`src/design/i2cm_pkg.sv`:
```
// ----------------------------------------------------------------------------
// i2cm_pkg
// Shared types and constants for the I2C master bit engine.
// ----------------------------------------------------------------------------
package i2cm_pkg;

  localparam int unsigned CFG_IDX_W  = 8;
  localparam int unsigned CFG_DATA_W = 8;
  localparam int unsigned QDEPTH     = 2;
  localparam int unsigned QPTR_W     = $clog2(QDEPTH);
  localparam int unsigned QCNT_W     = $clog2(QDEPTH + 1);

  localparam logic [CFG_IDX_W-1:0] CFG_BIT_PHASE   = 8'd0;
  localparam logic [CFG_IDX_W-1:0] CFG_EDGE        = 8'd1;
  localparam logic [CFG_IDX_W-1:0] CFG_ACK_LOW     = 8'd2;
  localparam logic [CFG_IDX_W-1:0] CFG_ACK_TIMEOUT = 8'd3;

  localparam logic [7:0] RST_BIT_PHASE   = 8'd50;
  localparam logic [7:0] RST_EDGE        = 8'd5;
  localparam logic [7:0] RST_ACK_LOW     = 8'd20;
  localparam logic [7:0] RST_ACK_TIMEOUT = 8'd250;

  localparam logic [3:0] BITS_PER_BYTE = 4'd8;

  typedef enum logic [2:0] {
    FN_TICK     = 3'd0,
    FN_START    = 3'd1,
    FN_STOP     = 3'd2,
    FN_WRITE    = 3'd3,
    FN_WAIT_ACK = 3'd4,
    FN_READ     = 3'd5
  } func_t;

  typedef enum logic [17:0] {
    PH_IDLE = 18'h00001,
    PH_S1   = 18'h00002,
    PH_S2   = 18'h00004,
    PH_S3   = 18'h00008,
    PH_P1   = 18'h00010,
    PH_P2   = 18'h00020,
    PH_W1   = 18'h00040,
    PH_W2   = 18'h00080,
    PH_W3   = 18'h00100,
    PH_A1   = 18'h00200,
    PH_A2   = 18'h00400,
    PH_R1   = 18'h00800,
    PH_R2   = 18'h01000,
    PH_R3   = 18'h02000,
    PH_K1   = 18'h04000,
    PH_K2   = 18'h08000,
    PH_N1   = 18'h10000,
    PH_N2   = 18'h20000
  } phase_t;

  typedef struct packed {
    func_t      kind;
    logic [7:0] write_data;
    logic       give_ack;
    logic       sda_sample;
  } item_t;

  typedef struct packed {
    logic       scl_level;
    logic       sda_release;
    logic       busy_res;
    logic       done_res;
    logic       ack_error;
    logic [7:0] read_data;
    logic       cmd_rejected;
  } result_t;

endpackage

```
`src/design/i2c_master_bit_engine_unit.sv`:
```
// ----------------------------------------------------------------------------
// i2c_master_bit_engine_unit
// I2C master bit engine: start, stop, write byte, ack wait and read byte
// sequences, advanced one phase tick per item.
//
//   channel | dir | handshake          | payload
//   in_     | in  | in_tvalid/tready   | tuser: func; tdata: write_data,
//           |     |                    |   give_ack, sda_sample
//   out_    | out | out_tvalid/tready  | tdata: line levels and status
//   cfg_    | in  | cfg_valid/ready    | cfg_index, cfg_data
//
// One item per clock sustained while out_tready is high; each result is
// registered. An output stall holds the engine and delays the results.
// Reset (rst_n, synchronous) idles the sequencer and loads the register
// defaults. A stalled output holds its result; the two-entry queue keeps
// accepting until full. cfg_ready is always high.
// ----------------------------------------------------------------------------
module i2c_master_bit_engine_unit (
  input  logic                            clk,
  input  logic                            rst_n,
  input  logic                            in_tvalid,
  output logic                            in_tready,
  // [7:0] write_data, [8] give_ack, [9] sda_sample, [15:10] zero
  input  logic [15:0]                     in_tdata,
  // [2:0] func
  input  logic [2:0]                      in_tuser,
  output logic                            out_tvalid,
  input  logic                            out_tready,
  // [0] scl_level, [1] sda_release, [2] busy_res, [3] done_res,
  // [4] ack_error, [12:5] read_data, [13] cmd_rejected, [15:14] zero
  output logic [15:0]                     out_tdata,
  input  logic                            cfg_valid,
  output logic                            cfg_ready,
  input  logic [i2cm_pkg::CFG_IDX_W-1:0]  cfg_index,
  input  logic [i2cm_pkg::CFG_DATA_W-1:0] cfg_data
);

  logic              push;
  logic              pop;
  logic              q_full;
  logic              q_valid;
  i2cm_pkg::item_t   push_item;
  i2cm_pkg::item_t   pop_item;
  i2cm_pkg::result_t res;

  i2cm_front u_front (
    .in_tvalid (in_tvalid),
    .in_tready (in_tready),
    .in_tdata  (in_tdata),
    .in_tuser  (in_tuser),
    .push      (push),
    .push_item (push_item),
    .q_full    (q_full)
  );

  i2cm_queue u_queue (
    .clk       (clk),
    .rst_n     (rst_n),
    .push      (push),
    .push_item (push_item),
    .q_full    (q_full),
    .pop       (pop),
    .q_valid   (q_valid),
    .pop_item  (pop_item)
  );

  i2cm_engine u_engine (
    .clk        (clk),
    .rst_n      (rst_n),
    .q_valid    (q_valid),
    .pop_item   (pop_item),
    .pop        (pop),
    .cfg_valid  (cfg_valid),
    .cfg_ready  (cfg_ready),
    .cfg_index  (cfg_index),
    .cfg_data   (cfg_data),
    .out_tvalid (out_tvalid),
    .out_tready (out_tready),
    .out_res    (res)
  );

  assign out_tdata = {2'b00, res.cmd_rejected, res.read_data, res.ack_error,
                      res.done_res, res.busy_res, res.sda_release, res.scl_level};

endmodule

```
`src/design/i2cm_front.sv`:
```
// ----------------------------------------------------------------------------
// i2cm_front
// Accepts input items, decodes the function code and hands them to the queue.
// ----------------------------------------------------------------------------
module i2cm_front (
  input  logic            in_tvalid,
  output logic            in_tready,
  input  logic [15:0]     in_tdata,
  input  logic [2:0]      in_tuser,
  output logic            push,
  output i2cm_pkg::item_t push_item,
  input  logic            q_full
);

  i2cm_pkg::func_t kind;

  always_comb begin
    unique case (in_tuser)
      i2cm_pkg::FN_START:    kind = i2cm_pkg::FN_START;
      i2cm_pkg::FN_STOP:     kind = i2cm_pkg::FN_STOP;
      i2cm_pkg::FN_WRITE:    kind = i2cm_pkg::FN_WRITE;
      i2cm_pkg::FN_WAIT_ACK: kind = i2cm_pkg::FN_WAIT_ACK;
      i2cm_pkg::FN_READ:     kind = i2cm_pkg::FN_READ;
      default:               kind = i2cm_pkg::FN_TICK;
    endcase
  end

  assign in_tready            = !q_full;
  assign push                 = in_tvalid && !q_full;
  assign push_item.kind       = kind;
  assign push_item.write_data = in_tdata[7:0];
  assign push_item.give_ack   = in_tdata[8];
  assign push_item.sda_sample = in_tdata[9];

endmodule

```
`src/design/i2cm_queue.sv`:
```
// ----------------------------------------------------------------------------
// i2cm_queue
// Short FIFO of decoded items between the front and the engine.
// ----------------------------------------------------------------------------
module i2cm_queue (
  input  logic            clk,
  input  logic            rst_n,
  input  logic            push,
  input  i2cm_pkg::item_t push_item,
  output logic            q_full,
  input  logic            pop,
  output logic            q_valid,
  output i2cm_pkg::item_t pop_item
);

  i2cm_pkg::item_t                     mem_r [i2cm_pkg::QDEPTH];
  logic [i2cm_pkg::QPTR_W-1:0]         wr_ptr_r, wr_ptr_nxt;
  logic [i2cm_pkg::QPTR_W-1:0]         rd_ptr_r, rd_ptr_nxt;
  logic [i2cm_pkg::QCNT_W-1:0]         cnt_r, cnt_nxt;

  localparam logic [i2cm_pkg::QCNT_W-1:0] FULL_CNT = i2cm_pkg::QCNT_W'(i2cm_pkg::QDEPTH);
  localparam logic [i2cm_pkg::QPTR_W-1:0] LAST_PTR = i2cm_pkg::QPTR_W'(i2cm_pkg::QDEPTH - 1);

  assign q_full   = (cnt_r == FULL_CNT);
  assign q_valid  = (cnt_r != '0);
  assign pop_item = mem_r[rd_ptr_r];

  always_comb begin
    wr_ptr_nxt = wr_ptr_r;
    rd_ptr_nxt = rd_ptr_r;
    cnt_nxt    = cnt_r;
    if (push) begin
      wr_ptr_nxt = (wr_ptr_r == LAST_PTR) ? '0 : wr_ptr_r + 1'b1;
    end
    if (pop) begin
      rd_ptr_nxt = (rd_ptr_r == LAST_PTR) ? '0 : rd_ptr_r + 1'b1;
    end
    if (push && !pop) begin
      cnt_nxt = cnt_r + 1'b1;
    end else if (pop && !push) begin
      cnt_nxt = cnt_r - 1'b1;
    end
  end

  always_ff @(posedge clk) begin
    if (!rst_n) begin
      wr_ptr_r <= '0;
      rd_ptr_r <= '0;
      cnt_r    <= '0;
    end else begin
      wr_ptr_r <= wr_ptr_nxt;
      rd_ptr_r <= rd_ptr_nxt;
      cnt_r    <= cnt_nxt;
    end
  end

  always_ff @(posedge clk) begin
    if (push) begin
      mem_r[wr_ptr_r] <= push_item;
    end
  end

endmodule

```
`src/design/i2cm_engine.sv`:
```
// ----------------------------------------------------------------------------
// i2cm_engine
// Phase sequencer: runs one item per step, drives the lines, holds the
// timing registers and the output register.
// ----------------------------------------------------------------------------
module i2cm_engine (
  input  logic                              clk,
  input  logic                              rst_n,
  input  logic                              q_valid,
  input  i2cm_pkg::item_t                   pop_item,
  output logic                              pop,
  input  logic                              cfg_valid,
  output logic                              cfg_ready,
  input  logic [i2cm_pkg::CFG_IDX_W-1:0]    cfg_index,
  input  logic [i2cm_pkg::CFG_DATA_W-1:0]   cfg_data,
  output logic                              out_tvalid,
  input  logic                              out_tready,
  output i2cm_pkg::result_t                 out_res
);

  logic [7:0] bit_phase_r, edge_r, ack_low_r, ack_timeout_r;

  i2cm_pkg::phase_t phase_r, phase_nxt;
  logic [3:0] bit_idx_r, bit_idx_nxt;
  logic [7:0] tick_r, tick_nxt;
  logic [7:0] shift_r, shift_nxt;
  logic [7:0] poll_r, poll_nxt;
  logic       scl_r, scl_nxt;
  logic       sda_r, sda_nxt;
  logic       ack_choice_r, ack_choice_nxt;
  logic       timeout_r, timeout_nxt;

  logic              out_valid_r;
  i2cm_pkg::result_t res_r, res_nxt;

  logic [7:0] half;
  logic [7:0] len;
  logic [7:0] len_eff;
  logic       end_hit;
  logic [8:0] poll_inc;
  logic       fin;
  logic       is_cmd;

  assign cfg_ready  = 1'b1;
  assign pop        = q_valid && (!out_valid_r || out_tready);
  assign out_tvalid = out_valid_r;
  assign out_res    = res_r;
  assign is_cmd     = (pop_item.kind != i2cm_pkg::FN_TICK);
  assign half       = {1'b0, bit_phase_r[7:1]};
  assign poll_inc   = {1'b0, poll_r} + 9'd1;

  always_comb begin
    unique case (phase_r)
      i2cm_pkg::PH_S1, i2cm_pkg::PH_S2, i2cm_pkg::PH_S3,
      i2cm_pkg::PH_P1, i2cm_pkg::PH_P2, i2cm_pkg::PH_K2,
      i2cm_pkg::PH_N1, i2cm_pkg::PH_N2:                  len = edge_r;
      i2cm_pkg::PH_W1, i2cm_pkg::PH_W2, i2cm_pkg::PH_W3,
      i2cm_pkg::PH_R1:                                   len = bit_phase_r;
      i2cm_pkg::PH_R2:                                   len = half;
      i2cm_pkg::PH_R3:                                   len = bit_phase_r - half;
      i2cm_pkg::PH_K1:                                   len = ack_low_r;
      default:                                           len = 8'd1;
    endcase
    len_eff = (len == 8'd0) ? 8'd1 : len;
    end_hit = (({1'b0, tick_r} + 9'd1) >= {1'b0, len_eff});
  end

  always_comb begin
    phase_nxt      = phase_r;
    bit_idx_nxt    = bit_idx_r;
    tick_nxt       = tick_r;
    shift_nxt      = shift_r;
    poll_nxt       = poll_r;
    scl_nxt        = scl_r;
    sda_nxt        = sda_r;
    ack_choice_nxt = ack_choice_r;
    timeout_nxt    = timeout_r;
    fin            = 1'b0;
    res_nxt        = '0;

    if (phase_r != i2cm_pkg::PH_IDLE) begin
      res_nxt.cmd_rejected = is_cmd;
      if (phase_r == i2cm_pkg::PH_A2) begin
        if (!pop_item.sda_sample) begin
          scl_nxt   = 1'b0;
          phase_nxt = i2cm_pkg::PH_IDLE;
          fin       = 1'b1;
        end else if (poll_inc > {1'b0, ack_timeout_r}) begin
          timeout_nxt = 1'b1;
          scl_nxt     = 1'b0;
          sda_nxt     = 1'b0;
          phase_nxt   = i2cm_pkg::PH_P1;
          tick_nxt    = '0;
        end else begin
          poll_nxt = poll_inc[7:0];
        end
      end else if (end_hit) begin
        tick_nxt = '0;
        unique case (phase_r)
          i2cm_pkg::PH_S1: begin
            sda_nxt   = 1'b0;
            phase_nxt = i2cm_pkg::PH_S2;
          end
          i2cm_pkg::PH_S2: begin
            scl_nxt   = 1'b0;
            phase_nxt = i2cm_pkg::PH_S3;
          end
          i2cm_pkg::PH_P1: begin
            scl_nxt   = 1'b1;
            sda_nxt   = 1'b1;
            phase_nxt = i2cm_pkg::PH_P2;
          end
          i2cm_pkg::PH_W1, i2cm_pkg::PH_A1, i2cm_pkg::PH_R1: begin
            scl_nxt   = 1'b1;
            phase_nxt = (phase_r == i2cm_pkg::PH_W1) ? i2cm_pkg::PH_W2 :
                        (phase_r == i2cm_pkg::PH_A1) ? i2cm_pkg::PH_A2 :
                                                       i2cm_pkg::PH_R2;
          end
          i2cm_pkg::PH_W2: begin
            scl_nxt   = 1'b0;
            phase_nxt = i2cm_pkg::PH_W3;
          end
          i2cm_pkg::PH_W3: begin
            bit_idx_nxt = bit_idx_r + 4'd1;
            if (bit_idx_nxt >= i2cm_pkg::BITS_PER_BYTE) begin
              phase_nxt = i2cm_pkg::PH_IDLE;
              fin       = 1'b1;
            end else begin
              sda_nxt   = shift_r[7];
              shift_nxt = {shift_r[6:0], 1'b0};
              phase_nxt = i2cm_pkg::PH_W1;
            end
          end
          i2cm_pkg::PH_R2: begin
            shift_nxt = {shift_r[6:0], pop_item.sda_sample};
            phase_nxt = i2cm_pkg::PH_R3;
          end
          i2cm_pkg::PH_R3: begin
            scl_nxt     = 1'b0;
            bit_idx_nxt = bit_idx_r + 4'd1;
            if (bit_idx_nxt < i2cm_pkg::BITS_PER_BYTE) begin
              phase_nxt = i2cm_pkg::PH_R1;
            end else if (ack_choice_r) begin
              sda_nxt   = 1'b0;
              phase_nxt = i2cm_pkg::PH_K1;
            end else begin
              sda_nxt   = 1'b1;
              phase_nxt = i2cm_pkg::PH_N1;
            end
          end
          i2cm_pkg::PH_K1: begin
            scl_nxt   = 1'b1;
            phase_nxt = i2cm_pkg::PH_K2;
          end
          i2cm_pkg::PH_N1: begin
            scl_nxt   = 1'b1;
            phase_nxt = i2cm_pkg::PH_N2;
          end
          i2cm_pkg::PH_K2, i2cm_pkg::PH_N2: begin
            scl_nxt   = 1'b0;
            phase_nxt = i2cm_pkg::PH_IDLE;
            fin       = 1'b1;
          end
          default: begin
            phase_nxt = i2cm_pkg::PH_IDLE;
            fin       = 1'b1;
          end
        endcase
      end else begin
        tick_nxt = tick_r + 8'd1;
      end

      if (fin) begin
        res_nxt.done_res  = 1'b1;
        res_nxt.ack_error = (phase_r == i2cm_pkg::PH_P2) && timeout_r;
        if (phase_r == i2cm_pkg::PH_K2 || phase_r == i2cm_pkg::PH_N2) begin
          res_nxt.read_data = shift_r;
        end
        timeout_nxt = 1'b0;
      end
    end else if (is_cmd) begin
      tick_nxt = '0;
      unique case (pop_item.kind)
        i2cm_pkg::FN_START: begin
          sda_nxt   = 1'b1;
          scl_nxt   = 1'b1;
          phase_nxt = i2cm_pkg::PH_S1;
        end
        i2cm_pkg::FN_STOP: begin
          scl_nxt   = 1'b0;
          sda_nxt   = 1'b0;
          phase_nxt = i2cm_pkg::PH_P1;
        end
        i2cm_pkg::FN_WRITE: begin
          scl_nxt     = 1'b0;
          bit_idx_nxt = '0;
          sda_nxt     = pop_item.write_data[7];
          shift_nxt   = {pop_item.write_data[6:0], 1'b0};
          phase_nxt   = i2cm_pkg::PH_W1;
        end
        i2cm_pkg::FN_WAIT_ACK: begin
          sda_nxt     = 1'b1;
          poll_nxt    = '0;
          timeout_nxt = 1'b0;
          phase_nxt   = i2cm_pkg::PH_A1;
        end
        default: begin
          scl_nxt        = 1'b0;
          sda_nxt        = 1'b1;
          bit_idx_nxt    = '0;
          shift_nxt      = '0;
          ack_choice_nxt = pop_item.give_ack;
          phase_nxt      = i2cm_pkg::PH_R1;
        end
      endcase
    end

    res_nxt.scl_level   = scl_nxt;
    res_nxt.sda_release = sda_nxt;
    res_nxt.busy_res    = (phase_nxt != i2cm_pkg::PH_IDLE);
  end

  always_ff @(posedge clk) begin
    if (!rst_n) begin
      bit_phase_r   <= i2cm_pkg::RST_BIT_PHASE;
      edge_r        <= i2cm_pkg::RST_EDGE;
      ack_low_r     <= i2cm_pkg::RST_ACK_LOW;
      ack_timeout_r <= i2cm_pkg::RST_ACK_TIMEOUT;
    end else if (cfg_valid) begin
      unique case (cfg_index)
        i2cm_pkg::CFG_BIT_PHASE:   bit_phase_r   <= cfg_data;
        i2cm_pkg::CFG_EDGE:        edge_r        <= cfg_data;
        i2cm_pkg::CFG_ACK_LOW:     ack_low_r     <= cfg_data;
        i2cm_pkg::CFG_ACK_TIMEOUT: ack_timeout_r <= cfg_data;
        default: ;
      endcase
    end
  end

  always_ff @(posedge clk) begin
    if (!rst_n) begin
      phase_r      <= i2cm_pkg::PH_IDLE;
      bit_idx_r    <= '0;
      tick_r       <= '0;
      shift_r      <= '0;
      poll_r       <= '0;
      scl_r        <= 1'b1;
      sda_r        <= 1'b1;
      ack_choice_r <= 1'b0;
      timeout_r    <= 1'b0;
    end else if (pop) begin
      phase_r      <= phase_nxt;
      bit_idx_r    <= bit_idx_nxt;
      tick_r       <= tick_nxt;
      shift_r      <= shift_nxt;
      poll_r       <= poll_nxt;
      scl_r        <= scl_nxt;
      sda_r        <= sda_nxt;
      ack_choice_r <= ack_choice_nxt;
      timeout_r    <= timeout_nxt;
    end
  end

  always_ff @(posedge clk) begin
    if (!rst_n) begin
      out_valid_r <= 1'b0;
    end else if (pop) begin
      out_valid_r <= 1'b1;
    end else if (out_tready) begin
      out_valid_r <= 1'b0;
    end
  end

  always_ff @(posedge clk) begin
    if (pop) begin
      res_r <= res_nxt;
    end
  end

endmodule
```
`config.mk`:
```
export PLATFORM = sky130hd
export DESIGN_NAME = i2c_master_bit_engine_unit
export DESIGN_NICKNAME = d
export VERILOG_FILES = /design/src/design/i2cm_pkg.sv /design/src/design/i2c_master_bit_engine_unit.sv /design/src/design/i2cm_front.sv /design/src/design/i2cm_queue.sv /design/src/design/i2cm_engine.sv
export SDC_FILE = /design/constraint.sdc
export NUM_CORES = 1
export LEC_CHECK = 0
export BUFFER_PORTS_ARGS = -buffer_cell sky130_fd_sc_hd__buf_2
export CELL_PAD_IN_SITES_DETAIL_PLACEMENT = 1
export CELL_PAD_IN_SITES_GLOBAL_PLACEMENT = 2
export CORE_ASPECT_RATIO = 1.1
export CORE_MARGIN = 3
export CORE_UTILIZATION = 40
export CTS_CLUSTER_DIAMETER = 40
export DETAILED_ROUTE_END_ITERATION = 8
export PLACE_DENSITY = 0.88
export SLEW_MARGIN = 20
export SYNTH_ARGS = -nofsm -noshare
export SYNTH_HDL_FRONTEND = slang
export SYNTH_SLANG_ARGS = --single-unit
```
`constraint.sdc`:
```
create_clock -name clk -period 14.9 [get_ports clk]
set_input_delay 0.745 -clock clk [delete_from_list [all_inputs] [get_ports clk]]
set_output_delay 0.745 -clock clk [all_outputs]
set_load 0.02 [all_outputs]
```
# After elaboration in Yosys (flattened, before gate mapping)
# Memories as Yosys holds them, arrays and structs flattened. A register that Yosys moved wholly into a read port is not among the register bits.
# Index checks and enable logic that the tools add are counted.
# classes
n_reduce_logical	40
n_bitwise	2
n_eq_ne	46
n_div	0
add_sub_neg	9
n_lt_le_gt_ge	4
n_shift	0
muxes	85
mul	0
# ops
operator	count
one-hot mux 18 bit (10 select lines)	1
2-to-1 mux 8 bit	19
2-to-1 mux 18 bit	8
one-hot mux 12 bit (4 select lines)	1
one-hot mux 8 bit (5 select lines)	1
!= test 18 x 1 -> 1 bit, second input constant	2
2-to-1 mux 1 bit	35
one-hot mux 8 bit (2 select lines)	2
2-to-1 mux 4 bit	6
adder 8 x 1 -> 9 bit, second input constant	2
equality test 18 x 10 -> 1 bit, second input constant	1
equality test 18 x 11 -> 1 bit, second input constant	1
equality test 18 x 12 -> 1 bit, second input constant	1
equality test 18 x 13 -> 1 bit, second input constant	1
equality test 18 x 14 -> 1 bit, second input constant	1
equality test 18 x 15 -> 1 bit, second input constant	1
equality test 18 x 16 -> 1 bit, second input constant	1
equality test 18 x 17 -> 1 bit, second input constant	1
equality test 18 bit, second input constant	1
equality test 18 x 2 -> 1 bit, second input constant	1
equality test 18 x 3 -> 1 bit, second input constant	1
equality test 18 x 4 -> 1 bit, second input constant	1
equality test 18 x 5 -> 1 bit, second input constant	1
equality test 18 x 6 -> 1 bit, second input constant	1
50 further kinds	95
# word_totals
word_cells	211
ff_bits	101
latchBits	0
mem_bits_rw	26
n_memories	1
romBits	0
output_inout_bits	19
inputBits	40
# memory_table
name	words	width	read_ports	rd_ports_with_merged_regs	wr	line	source
u_queue.mem_r	2	13	1	1	1	i2cm_queue.sv:16	i2cm_pkg::item_t mem_r [i2cm_pkg::QDEPTH];

# Logic depth before layout (Yosys ltp)
# Gate-level depths: netlist of the first run.
# depth
ltp_word	11
depth_mapped	21

# Hierarchy
# Synthesis of the first run repeated with hierarchy kept, for this count alone.
# hier_totals
cells_unflattened	789
hier_area_um2	7241.9
# by_module_without_submodules
mod	n_inst	cells_per_inst	area_per_inst_um2
i2cm_engine	1	709	5962.0
i2cm_queue	1	62	1153.6
i2cm_front	1	15	107.6
i2c_master_bit_engine_unit	1	3	18.8

# Worst setup path before layout of the first run
# No wires, ideal clock.
# synth_path
path_type	reg-to-reg
from	register u_engine.phase_r[8]
to	register u_engine.res_r (netlist bit u_engine.out_res[11]) (data pin)
n_path_buf	2
synth_period_minus_slack_ns	4.955
arrival_time_ns	4.683
slack_ns	9.945
t_required_ns	14.628
path_stages_with_launch	20
cell_sequence	dfxtp_1 buf_2 nor4_4 nand4_2 nor4_1 or4_1 buf_2 a221oi_1 and3_1 and4_1 a211o_1 ha_1 nand2b_1 a2111oi_0 nor3_1 or2_2 mux2i_1 nor4_1 nand4_1 or4_1
# synth_lines
item	line	source
start, declared	i2cm_engine.sv:23	i2cm_pkg::phase_t phase_r, phase_nxt;
start signal, assigned	i2cm_engine.sv:242	phase_r <= i2cm_pkg::PH_IDLE;
start signal, assigned	i2cm_engine.sv:252	phase_r <= phase_nxt;
end signal, assigned	i2cm_engine.sv:276	res_r <= res_nxt;
end, declared	i2cm_engine.sv:34	i2cm_pkg::result_t res_r, res_nxt;

==> results of run 1 <==
-- placed cells by master (no fill, tap or decap), types with 11 or more instances in the layout --
cell type	synthesis	final
o211ai_1	12	12
nand4_1	15	15
and3_1	12	12
edfxtp_1	40	40
a21oi_1	44	44
buf_2	5	49
xor2_1	14	14
clkbuf_16	0	17
and2_1	11	11
nand2b_1	15	15
xnor2_1	15	15
nand3_1	23	23
mux2i_1	36	36
inv_1	23	23
nand2_1	86	86
ha_1	28	28
o21ai_0	33	33
dfxtp_1	88	88
nor3_1	25	25
nor4_1	17	16
nor2_1	89	88
-- report_power, final --
part,internal (mW),switching (mW)
Sequential,0.416,0.0370
Combinational,0.143,0.329
Clock,0.286,0.174
Total,0.846,0.540
-- flip-flops by register name (all words and copies together) (netlist names), named ones only --
register / flops
u_engine.ack_choice_r: 1
u_engine.ack_low_r: 8
u_engine.ack_timeout_r: 8
u_engine.bit_idx_r: 4
u_engine.bit_phase_r: 8
u_engine.edge_r: 8
u_engine.out_res: 14
u_engine.out_tvalid: 1
u_engine.phase_r: 18
u_engine.poll_r: 8
u_engine.scl_r: 1
u_engine.sda_r: 1
u_engine.shift_r: 8
u_engine.tick_r: 8
u_engine.timeout_r: 1
u_queue.cnt_r: 2
u_queue.mem_r: 26
u_queue.rd_ptr_r: 1
u_queue.wr_ptr_r: 1
-- cell families after synthesis --
group                      count (synthesis)
other                                      2
DFF                                      128
buffers and inverters                     66
muxes                                     39
adders and majority gates                 29
xor gates and xnor gates                  29
and+or+nand+nor                          348
AOI/OAI and AO/OA                        153
-- through the flow --
| step | utilization [%] | cells | hold WS, ns | total power [mW] | cell area (um2) |
|---|---|---|---|---|---|
| floorplan | - | 795 | 0.431 | 0.785 | 7080 |
| global placement | 43.5 | 1041 | 0.444 | 0.913 | 7480 |
| detailed placement | 43.5 | 1041 | 0.458 | 0.926 | 7480 |
| CTS | 47.3 | 1073 | 0.462 | 1.39 | 8130 |
| global route | 47.3 | 1073 | 0.491 | 1.46 | 8130 |
| finish | 47.3 | 1073 | 0.465 | 1.39 | 8130 |
-- final cells by class --
type | count | area (um2) | area share [%]
clock buffer | 17 | 425 | 5.23
clock inverter | 15 | 221 | 2.72
inverter | 24 | 90.1 | 1.11
multi-input combinational | 601 | 3860 | 47.4
sequential | 128 | 2960 | 36.4
tap | 234 | 293 | 3.60
timing repair buffer | 54 | 283 | 3.48
-- per-layer routing --
layer / part of all wire (%) / global-route usage (%) / routed length (um) / up-vias
met5: 0 / 0 / 0 / -
met3: 3.7 / 4.39 / 774 / 43
met2: 52 / 39.3 / 10800 / 145
met4: 2.4 / 7.33 / 507 / 0
li1: - / - / - / 2955
met1: 42 / 25.8 / 8680 / 3086
-- critical path: stages (launching register included) --
cell and delay, ns:
dfxtp_1 0.41, nor4_1 0.66, nand2b_1 0.37, nor4_1 0.71, or4_1 0.46, a221oi_1 0.23
and3_1 0.25, and4_1 0.21, a211o_1 0.30, ha_1 0.27, nand2b_1 0.13, a2111oi_0 0.47
nor3_1 0.12, nor2_1 0.63, o21ai_0 0.27, nor4_1 0.29, nand4_1 0.14, or4_1 0.54
-- final timing paths --
path                                           start                            endpoint  cells past startpoint
setup / recovery    u_engine.phase_r[4]$_SDFFE_PN0P_      u_engine.out_res[11]$_DFFE_PP_                     17
hold / removal    u_engine.ack_low_r[6]$_SDFFE_PN0P_  u_engine.ack_low_r[6]$_SDFFE_PN0P_                      2
setup reg to reg    u_engine.phase_r[4]$_SDFFE_PN0P_      u_engine.out_res[11]$_DFFE_PP_                     17
hold reg to reg   u_engine.ack_low_r[6]$_SDFFE_PN0P_  u_engine.ack_low_r[6]$_SDFFE_PN0P_                      2
==> results_dict.tcl, run 1 <==
set metrics [dict create \
    peakVddDrop_v 0.000113 \
    hold_violations 0 \
    async_reset_ff_share_pct 0 \
    hpwl_um 15300 \
    min_period_ns 6.76 \
    drc 0 \
    cts.sinks 128 \
    regToRegSetupSlack_ns 8.14 \
    wl_per_cell_um 19.3 \
    rows 50 \
    cellPowerDensity_nw_per_um2 170 \
    rsz0062_at_grt "false" \
    drive_gt1_share_pct 13.6 \
    insertion_delay_ns 0.42 \
    die_h_um 146 \
    cts_tree "done" \
    clock_skew_ns 0.0118 \
    slew_headroom_pct 29.8 \
    synth-seq-cells 128 \
    place_congestion 0.892 \
    die_area_um2 19300 \
    worst_ep_arrival_time_ns 6.92 \
    synth_common_cells "nor2_1, dfxtp_1, nand2_1" \
    fillCellCount 1994 \
    numCtsBuffers 17 \
    synth_edf_count 40 \
    initial_core_util_pct 41.1 \
    endpoint_kind "flop" \
    critPathRequiredTime_ns 15.06 \
    critPathKind "reg2reg" \
    antenna_left 0 \
    synth_fa_ha_area_share_pct 5.23 \
    numPortBuffers 49 \
    globalRouteTotalUtil_pct 21.8 \
    cts_root_buf "clkbuf_16" \
    postCtsSetupRepairBufs 0 \
    synth_simple_gate_area_share_pct 25.7 \
    synth_top_cell_area_share_pct 24.9 \
    htreeDepth 4 \
    setup_tns_ns 0 \
    synth_area_leaders "dfxtp_1, edfxtp_1, mux2i_1" \
    drt_first_pass_iters 4 \
    grt_start_max_net_pins 39 \
    cellLeakagePower_nw 3.16 \
    die_width_um 133 \
    fmax_ghz 0.148 \
    cts_buffer_depth 2 \
    antenna_found_initial 0 \
    yosysUniqueCellTypes 68 \
    final_nets 895 \
    synth_area_per_cell_um2 8.92 \
    via_per_inst 5.81 \
    syn_to_final_growth_pct 14.9 \
    outcome "complete, no violations" \
    yosys_warnings 0 \
    synth_compound_gate_area_share_pct 14.1 \
    diodes 0 \
    io-pin-count 59 \
    drtIter0Drc 315 \
    synth_top_family_by_area "simple AND/OR/NAND/NOR gates" \
    startpoint_type "flop" \
    ys.flop_type "dfxtp_1" \
    grt_pass1_vias 6653 \
    fin_ws_ns 8.14 \
    grt_pass1_wl_um 34300 \
    ys_seq_area_share_pct 41.9 \
    cts-resized-gates 0 \
    path_max_fanout 11 \
    synth_most_common_cell "nor2_1" \
    mappedNetlistArea_um2 7080 \
    setup_viol 0 \
    synth_area_leader_cell "dfxtp_1" \
    grt_overflow_total 0 \
    path_clk_slew_ns 0.06 \
    vias 6229 \
    synth_mux_area_share_pct 5.57 \
    syn_inst 794 \
    hold_buffers 0 \
    pre_cts_ws_ns 8.30 \
    worst_pin_slew_ns 1.05 \
    synth_xor_area_share_pct 3.59 \
    fin_crit_sh_pct 45.4 \
    core_area_um2 17200 \
    slew_viol_final 0 \
    wl_um 20700 \
    cap_violations 0 \
    hold_class "reg2reg" \
]
(Power assumes the default switching activity.)
==> run 2: changes to the inputs <==
ABC_AREA = 1   (was unset)
CORE_UTILIZATION = 32   (was 40)
PLACE_DENSITY = 0.8   (was 0.88)
clock period = 6.2 ns   (was 14.9 ns; I/O delays follow)
==> run 2 against run 1 <==
Clock power is 120% higher. Highest routed layer unchanged. Sequential power grew to 2.7 times the previous value. Clock-buffer cell count unchanged. Largest power group unchanged.
==> results_dict.tcl, run 2 <==
set metrics [dict create \
    final_nets 1182 \
    syn_to_final_growth_pct 14.4 \
    grt_overflow_total 0 \
    finalInstanceArea_um2 8870 \
    reg2reg_to "u_engine.out_res[12]$_DFFE_PP_" \
    antenna_found_initial 0 \
    cellPowerDensity_nw_per_um2 457 \
    crit_top_cell "nand2_1" \
    slew_viol_final 0 \
    synth-seq-cells 128 \
    yosys_warnings 0 \
    numPortBuffers 49 \
    cts_root_buf "clkbuf_16" \
    async_reset_ff_share_pct 0 \
    hold_violations 0 \
    min_period_ns 4.73 \
    peakVddDrop_v 0.000380 \
    rsz0062_at_grt "false" \
    layout_common_cells "nand2_1, inv_1, nor2_1" \
    htreeDepth 4 \
    antenna_left 0 \
    cellLeakagePower_nw 4.19 \
    synth_area_per_cell_um2 7.26 \
    wl_per_cell_um 16.4 \
    drt_first_pass_iters 4 \
    synth_edf_count 40 \
    outcome "complete, no violations" \
    layout_commonest_cell "nand2_1" \
    path_clk_slew_ns 0.07 \
    critPathRequiredTime_ns 6.36 \
    place_area_um2 8290 \
    startpoint_type "flop" \
    via_per_inst 4.97 \
    top_register "u_queue.mem_r" \
    cp-startpoint "u_engine.phase_r[9]$_SDFFE_PN0P_" \
    core_area_um2 23800 \
    slew_headroom_pct 53.5 \
    die_h_um 169 \
    wl_um 23500 \
    worst_pin_slew_ns 0.697 \
    cap_violations 0 \
    globalRouteTotalUtil_pct 18.4 \
    setup_tns_ns 0 \
    reg2reg_depth 25 \
    numCtsBuffers 17 \
    synth_common_cells "nand2_1, inv_1, nor2_1" \
    grt_pass1_wl_um 38800 \
    rows 59 \
    vias 7107 \
    critPathKind "reg2reg" \
    path_max_fanout 27 \
    grt_pass1_vias 7386 \
    diodes 0 \
    ys.flop_type "dfxtp_1" \
    drc 0 \
    hold_buffers 0 \
    drive_gt1_share_pct 15.0 \
    die_width_um 154 \
    largest_register_ffs 26 \
    synth_area_leader_cell "dfxtp_1" \
    cts_buffer_depth 2 \
    synth_most_common_cell "nand2_1" \
    rr_startpoint "u_engine.phase_r[9]$_SDFFE_PN0P_" \
    setup_viol 0 \
    mappedNetlistArea_um2 7750 \
    endpoint_kind "flop" \
    hold_class "in2reg" \
    synth_top_cell_area_share_pct 22.7 \
    regToRegSetupSlack_ns 1.47 \
    postCtsSetupRepairBufs 0 \
    io-pin-count 59 \
    syn_inst 1068 \
    yosysUniqueCellTypes 59 \
    cts.sinks 128 \
    ys_seq_area_share_pct 38.2 \
    fin_crit_sh_pct 76.4 \
    initial_core_util_pct 32.6 \
    clock_skew_ns 0.0153 \
    fmax_ghz 0.211 \
    insertion_delay_ns 0.42 \
    drtIter0Drc 229 \
    worst_ep_arrival_time_ns 4.89 \
    crit_slowest_cell "inv_1" \
    place_congestion 0.897 \
    grt_start_max_net_pins 54 \
    die_area_um2 26100 \
    synth_area_leaders "dfxtp_1, edfxtp_1, nand2_1" \
    hpwl_um 17700 \
    cts-resized-gates 0 \
    slowest_delay_ns 0.41 \
    cts_tree "done" \
    critical_path.endpoint "u_engine.out_res[12]$_DFFE_PP_" \
]
==> run 2: cell type report <==
cell class	instances	area, um2
fillers	3008	14900
multi-input cells	746	4040
flip-flops and latches	128	2960
inverters	163	612
clock buffers	17	425
well taps	305	382
repair buffers	57	305
clock inverters	15	148
==> run 2: worst min-delay path by stage <==
| stage | from | end | slack (ns) | cells after the start |
|---|---|---|---|---|
| 4_1_cts | in_tdata[6] | u_queue.mem_r[0][8]$_DFFE_PP_ | 0.05 | 1 |
| 3_5_place_dp | u_engine.tick_r[5]$_SDFFE_PN0P_ | u_engine.tick_r[5]$_SDFFE_PN0P_ | 0.46 | 2 |
| 5_1_grt | in_tdata[4] | u_queue.mem_r[0][6]$_DFFE_PP_ | 0.05 | 1 |
| 3_3_place_gp | u_queue.rd_ptr_r$_SDFFE_PN0P_ | u_queue.rd_ptr_r$_SDFFE_PN0P_ | 0.44 | 1 |
| 6_report | in_tdata[4] | u_queue.mem_r[0][6]$_DFFE_PP_ | 0.07 | 1 |
| 2_1_floorplan | in_tdata[9] | u_queue.mem_r[0][0]$_DFFE_PP_ | 0.41 | 0 |
==> run 2: routing by layer <==
| layer | routed length, um | track usage (%) |
|---|---|---|
| met1 | 10500 | 23.1 |
| met3 | 788 | 3.01 |
| met4 | 354 | 5.30 |
| met2 | 11900 | 32.6 |
| met5 | 0 | 0 |
==> run 2: cell families (layout without fill, tap and decap cells) <==
family	count (synthesis)	in the layout	synth area share, %
DFF	128	128	38.2
other	2	3	0.0969
adders and majority gates	29	29	4.78
xor gates and xnor gates	15	15	1.69
AOI/OAI and AO/OA	197	197	14.8
and+or+nand+nor	502	502	30.5
buffers and inverters	195	252	9.96
==> run 2: power breakdown <==
part	switching, mW	internal (mW)	total, mW
registers	0.146	1.07	1.22
clock network	0.429	0.564	0.994
logic	1.34	0.499	1.84
total	1.92	2.13	4.05
==> run 2: stage by stage <==
| stage | power [mW] | cells | utilization, % | setup slack [ns] | hold WS, ns |
|---|---|---|---|---|---|
| global route | 4.38 | 1431 | 37.3 | 1.07 | 0.0520 |
| CTS | 4.10 | 1431 | 37.3 | 1.49 | 0.0513 |
| floorplan | 2.56 | 1069 | - | 2.60 | 0.409 |
| detailed placement | 3.09 | 1399 | 34.9 | 1.51 | 0.459 |
| finish | 4.05 | 1431 | 37.3 | 1.47 | 0.0708 |
| global placement | 3.06 | 1399 | 34.9 | 1.57 | 0.440 |
==> run 2: worst max-delay path: cells and delay by family (launching register included) <==
kind / cells / cell delay, ns
AND/OR/NAND/NOR: 21 / 2.95
flip-flops: 1 / 0.38
AO/OA/AOI/OAI: 1 / 0.18
adder cells (fa/ha/maj): 1 / 0.26
buffers and inverters: 2 / 0.70
